`src/rtl/wtg_pkg.sv`:
```
// Shared types and constants for the window tile generator.
// Used by the controller, the datapath, the top level and the port checker.
// No dependencies.
package wtg_pkg;

    // Sizes of the axis tables and coordinate fields.
    localparam int MAX_AXES   = 9;
    localparam int AXIS_BITS  = 4;
    localparam int COORD_BITS = 31;
    localparam int IN_DATA_W  = 168;
    localparam int OUT_DATA_W = 104;
    localparam int PROD_BITS  = 2 * COORD_BITS;

    // Input command codes carried on the slave tuser.
    localparam logic [1:0] CMD_LOAD    = 2'd0;
    localparam logic [1:0] CMD_RESTART = 2'd1;
    localparam logic [1:0] CMD_NEXT    = 2'd2;

    // Result status codes carried on the master tuser.
    localparam logic [1:0] STAT_TILE     = 2'd0;
    localparam logic [1:0] STAT_FINISHED = 2'd1;
    localparam logic [1:0] STAT_ACCEPTED = 2'd2;
    localparam logic [1:0] STAT_REJECTED = 2'd3;

    // Controller states.
    typedef enum logic [2:0] {
        S_IDLE,
        S_LD_MUL,
        S_LD_CHK,
        S_NX_CHK,
        S_EMIT,
        S_UPD_NIN,
        S_UPD_MUL,
        S_UPD_ADD
    } state_t;

    // Commands from the controller to the datapath.
    typedef struct packed {
        logic capture;    // latch the input item, clear the axis counter
        logic rewind;     // rewind the walk
        logic ld_mul;     // multiply stride by count minus one
        logic ld_commit;  // check the load, write tables, emit the answer
        logic fin_emit;   // emit a finished item
        logic tile_emit;  // emit the tile item of the current axis
        logic nin_load;   // latch the tile count of the current axis
        logic upd_mul;    // multiply tile count by stride
        logic upd_apply;  // advance the current axis
    } ctl_t;

    // Status from the datapath to the controller.
    typedef struct packed {
        logic out_free;    // the output register can take an item
        logic walk_empty;  // empty window or walk already finished
        logic idx_last;    // current axis is the highest active axis
        logic carry;       // current axis wrapped around
    } stat_t;

endpackage

```
`src/rtl/wtg_ctrl.sv`:
```
// Controller state machine of the window tile generator.
// Sequences loads, tile emission and the axis carry walk.
// Depends on wtg_pkg.
module wtg_ctrl
(
    input  logic             clk,
    input  logic             rst_n,
    input  logic             in_valid,
    input  logic [1:0]       in_cmd,
    output logic             in_ready,
    input  wtg_pkg::stat_t   stat,
    output wtg_pkg::ctl_t    ctl
);

    wtg_pkg::state_t state_reg;
    wtg_pkg::state_t state_next;

    // State register.
    always_ff @(posedge clk or negedge rst_n)
    begin
        if (!rst_n)
        begin
            state_reg <= wtg_pkg::S_IDLE;
        end
        else
        begin
            state_reg <= state_next;
        end
    end

    // Next state and datapath commands.
    always_comb
    begin
        state_next = state_reg;
        ctl        = '0;
        in_ready   = 1'b0;
        case (state_reg)
            wtg_pkg::S_IDLE:
            begin
                in_ready = 1'b1;
                if (in_valid)
                begin
                    ctl.capture = 1'b1;
                    case (in_cmd)
                        wtg_pkg::CMD_LOAD:    state_next = wtg_pkg::S_LD_MUL;
                        wtg_pkg::CMD_RESTART: ctl.rewind = 1'b1;
                        wtg_pkg::CMD_NEXT:    state_next = wtg_pkg::S_NX_CHK;
                        default:              state_next = wtg_pkg::S_IDLE;
                    endcase
                end
            end
            wtg_pkg::S_LD_MUL:
            begin
                ctl.ld_mul = 1'b1;
                state_next = wtg_pkg::S_LD_CHK;
            end
            wtg_pkg::S_LD_CHK:
            begin
                if (stat.out_free)
                begin
                    ctl.ld_commit = 1'b1;
                    state_next    = wtg_pkg::S_IDLE;
                end
            end
            wtg_pkg::S_NX_CHK:
            begin
                if (!stat.walk_empty)
                begin
                    state_next = wtg_pkg::S_EMIT;
                end
                else if (stat.out_free)
                begin
                    ctl.fin_emit = 1'b1;
                    state_next   = wtg_pkg::S_IDLE;
                end
            end
            wtg_pkg::S_EMIT:
            begin
                if (stat.out_free)
                begin
                    ctl.tile_emit = 1'b1;
                    if (stat.idx_last)
                    begin
                        state_next = wtg_pkg::S_UPD_NIN;
                    end
                end
            end
            wtg_pkg::S_UPD_NIN:
            begin
                ctl.nin_load = 1'b1;
                state_next   = wtg_pkg::S_UPD_MUL;
            end
            wtg_pkg::S_UPD_MUL:
            begin
                ctl.upd_mul = 1'b1;
                state_next  = wtg_pkg::S_UPD_ADD;
            end
            wtg_pkg::S_UPD_ADD:
            begin
                ctl.upd_apply = 1'b1;
                if (stat.carry && !stat.idx_last)
                begin
                    state_next = wtg_pkg::S_UPD_NIN;
                end
                else
                begin
                    state_next = wtg_pkg::S_IDLE;
                end
            end
            default:
            begin
                state_next = wtg_pkg::S_IDLE;
            end
        endcase
    end

endmodule

```
`config.mk`:
```
export PLATFORM = sky130hd
export DESIGN_NAME = wtg_ctrl
export DESIGN_NICKNAME = d
export VERILOG_FILES = /design/src/rtl/wtg_pkg.sv /design/src/rtl/wtg_ctrl.sv
export SDC_FILE = /design/constraint.sdc
export NUM_CORES = 1
export LEC_CHECK = 0
export ABC_CLOCK_PERIOD_IN_PS = 1100
export BUFFER_PORTS_ARGS = -buffer_cell sky130_fd_sc_hd__buf_4
export CAP_MARGIN = 30
export CORE_AREA = 2 2 39 41
export CTS_CLUSTER_SIZE = 16
export DETAILED_ROUTE_END_ITERATION = 6
export DIE_AREA = 0 0 41 43
export PLACE_DENSITY = 0.61
export RECOVER_POWER = 100
export SLEW_MARGIN = 30
export SYNTH_ARGS = -nofsm -noshare
export SYNTH_HDL_FRONTEND = slang
export SYNTH_SLANG_ARGS = --single-unit
```
`constraint.sdc`:
```
create_clock -name clk -period 1.1 [get_ports clk]
set_input_delay 0.22 -clock clk [delete_from_list [all_inputs] [get_ports clk]]
set_output_delay 0.22 -clock clk [all_outputs]
set_load 0.02 [all_outputs]
```
==> flow_metrics.tcl <==
set metrics [dict create \
    sinks_on_clock_net 3 \
    antennaDiodeCount 0 \
    met1Wirelength_um 510 \
    critPathCaptureType "output pin" \
    seq_area_frac_synth_pct 24.7 \
    remaining_drc_errors 0 \
    p_leak_nw 0.353 \
    start_util_pct 22.0 \
    height_of_the_die_um 43 \
    timing.critical_path.required_ns 0.88 \
    top_layer_used "met3" \
    wl_met3_um 32 \
    drt_pass_1_iters 3 \
    post-synth-top-count-cell "nor3_1" \
    via_count_of_the_routed_design 424 \
    setup.worst_path.start_class "register" \
    synthesis.nets 46 \
    cts_tree "built" \
    drive_above_1_share_pct 76.0 \
    worst-r2r-setup-slack_ns -0.26 \
    drt.antenna.violating_nets 0 \
    power_switching_mw 0.852 \
    drt_iter0_markers 8 \
    met2_wirelength_um 679 \
    final_core_utilization_pct 54.5 \
    boundaryPins 19 \
    clock_power_share_pct 9.2 \
    syn-instance-count 37 \
    clkLatencyLatePin_ns 0.23 \
    post_synth_most_frequent_cells "4 x nor3_1, 3 x dfrtp_1, 3 x nand2b_1" \
    power.density_cell_area_nw_per_um2 2780 \
    p_sw_share_pct 40.6 \
    cell_internal_pwr_mw 1.24 \
    gp_routability_congestion 0.738 \
    synth_enable_flop_cells 0 \
    reg2reg_depth 5 \
    synth_area_leader_cell "dfrtp_1" \
    clock_path_buffers 2 \
    routed_wire_length_per_instance_um 13.4 \
    crit_reg_reg_endpoint "state_reg[0]$_DFFE_PN0P_" \
    nets 85 \
    h_tree_depth 1 \
    cts.reportedPaths.clkPinSlew_ns 0.04 \
    status "complete, but fails checks" \
    initial_antenna_violation_count 0 \
    final_min_period_over_clock_period_pct 129 \
    cp-endpoint "ctl[7]" \
    hold_viol_final 0 \
    async_reset_ff_share_pct 100 \
    fp-row-count 14 \
    critical_path_class "reg2out" \
    portBuffers 18 \
    grt_pass1_wl_um 1860 \
    synth_top_cell_area_share_pct 24.7 \
    ir_drop_mv 1.14 \
    violations_in_the_final_reports "negative setup slack" \
    power.combinational.fraction_pct 76.1 \
    report.final.setup_viol 13 \
    coreArea_um2 1380 \
    final_period_minus_worst_setup_slack_ns 1.42 \
    ys.flop_type "dfrtp_1" \
    ys_ff_latch 3 \
    dr_vias_cell 4.66 \
    largest_register_ffs 3 \
    dpl_worst_slack_ns -0.161 \
    syn_avg_cell_area_um2 8.22 \
    die_area_um2 1760 \
    yosysUniqueCellTypes 22 \
    synth-warning-count 0 \
    number_of_fillers_in_the_final_layout 131 \
    numCtsBuffers 3 \
    setup_total_negative_slack_ns -3.37 \
    netlist_top_cells_area "dfrtp_1 25%, and3b_2 6.6%, nor3_1 6.6%" \
    drv_slew 0 \
    max_cap_violations 0 \
    max_slew_margin_pct 80.5 \
    crit_path_max_fanout 6 \
    worst_setup_path_startpoint "state_reg[2]$_DFFE_PN0P_" \
    dieWidth_um 41 \
    final_worst_slack_ns -0.319 \
    cell_area_after_layout_um2 754 \
    max_slew.worst_pin.slew_ns 0.289 \
    worst_hold_slack_ns 0.266 \
    hp-class "in2reg" \
    mappedNetlistArea_um2 304 \
    clock-root-buffer "clkbuf_4" \
    crit_path_dat_ns 1.20 \
    reg2reg_from "state_reg[0]$_DFFE_PN0P_" \
    detailed_place_hpwl_um 668 \
    gr-usage-all-layers_pct 15.4 \
    seqPwrFrac_pct 14.7 \
    placedInstanceArea_um2 557 \
    fmax_ghz 0.704 \
    grt_start_max_net_pins 8 \
    globalRouteOverflowTotal 0 \
    unrepaired_setup_endpoints_after_global_routing "true" \
    wl_um 1220 \
    area_growth_syn_to_layout_pct 148 \
    first_global_vias 445 \
    finalClockSkew_ns 0.00160 \
]
## cells by family after synthesis
group,after synthesis,share of synthesized area [%]
and+or+nand+nor,22,48.6
buffers and inverters,5,9.47
DFF,3,24.7
AOI/OAI and AO/OA,7,17.3
## metrics by stage
stage               std cells  total power, mW
floorplan                  37            0.989
global placement           76             1.34
detailed placement         76             1.34
CTS                        90             1.93
global route               91             2.20
finish                     91             2.10
## cell usage in the layout, fill, tap and decap left out, types with 2 or more instances in the layout
master    netlist  final
and3b_2         2      2
clkbuf_1        0      2
nor3_1          4      2
nor2_4          0      2
buf_6           1     18
nand2_2         0      2
nor3_2          1      2
and3_4          0      2
clkbuf_4        0      3
buf_4           0     17
nor3b_4         0      2
dfrtp_2         0      3
nand2b_1        3      2
## final cells by class
type,count,area (um^2),share of cell area (%)
clock buffers,4,26.3,3.48
inverters,2,7.51,0.995
multi-input cells,29,278,36.8
flip-flops and latches,3,78.8,10.4
well taps,16,20.0,2.65
repair buffers,37,344,45.6
## per-layer routing
metal	vias to the layer above	global-route usage, %
met4	0	6.00
met3	0	3.14
met2	9	24.1
met5	-	0
li1	213	-
met1	202	19.7
## worst max-delay path, stage by stage (launching register included)
cell and delay [ns]:
dfrtp_2 0.45, and2b_1 0.24, nand2_2 0.08, nor2_4 0.09, buf_6 0.12
## worst min path at each step
stage / startpoint / to / slack [ns] / cells after the start
final: stat[0] / state_reg[2]$_DFFE_PN0P_ / 0.27 / 3
after global routing: stat[0] / state_reg[2]$_DFFE_PN0P_ / 0.28 / 3
after CTS: stat[0] / state_reg[2]$_DFFE_PN0P_ / 0.26 / 3
after global placement: rst_n / state_reg[2]$_DFFE_PN0P_ / 0.01 / 1
after detailed placement: rst_n / state_reg[2]$_DFFE_PN0P_ / 0.01 / 1
after floorplan: rst_n / state_reg[0]$_DFFE_PN0P_ / -0.08 / 0
## power by group through the flow
| stage | clock [mW] | combinational (mW) | sequential (mW) |
|---|---|---|---|
| final | 0.194 | 1.59 | 0.307 |
| after floorplan | 0 | 0.753 | 0.237 |
| after global routing | 0.204 | 1.68 | 0.319 |
| after CTS | 0.193 | 1.45 | 0.285 |
| after global placement | 0 | 1.01 | 0.326 |
| after detailed placement | 0 | 1.01 | 0.321 |
## what timing repair did
| action | 4_1_cts | 5_1_grt |
|---|---|---|
| cloned | 0 | 0 |
| resized for setup | 22 | 8 |
| endpoints found under the setup margin | 12 | 13 |
| setup buffers | 9 | 1 |
| hold buffers | 1 | 0 |
| endpoints found under the hold margin | 3 | 0 |
| pin swaps | 2 | 2 |
Power figures use the tool's default switching activity.
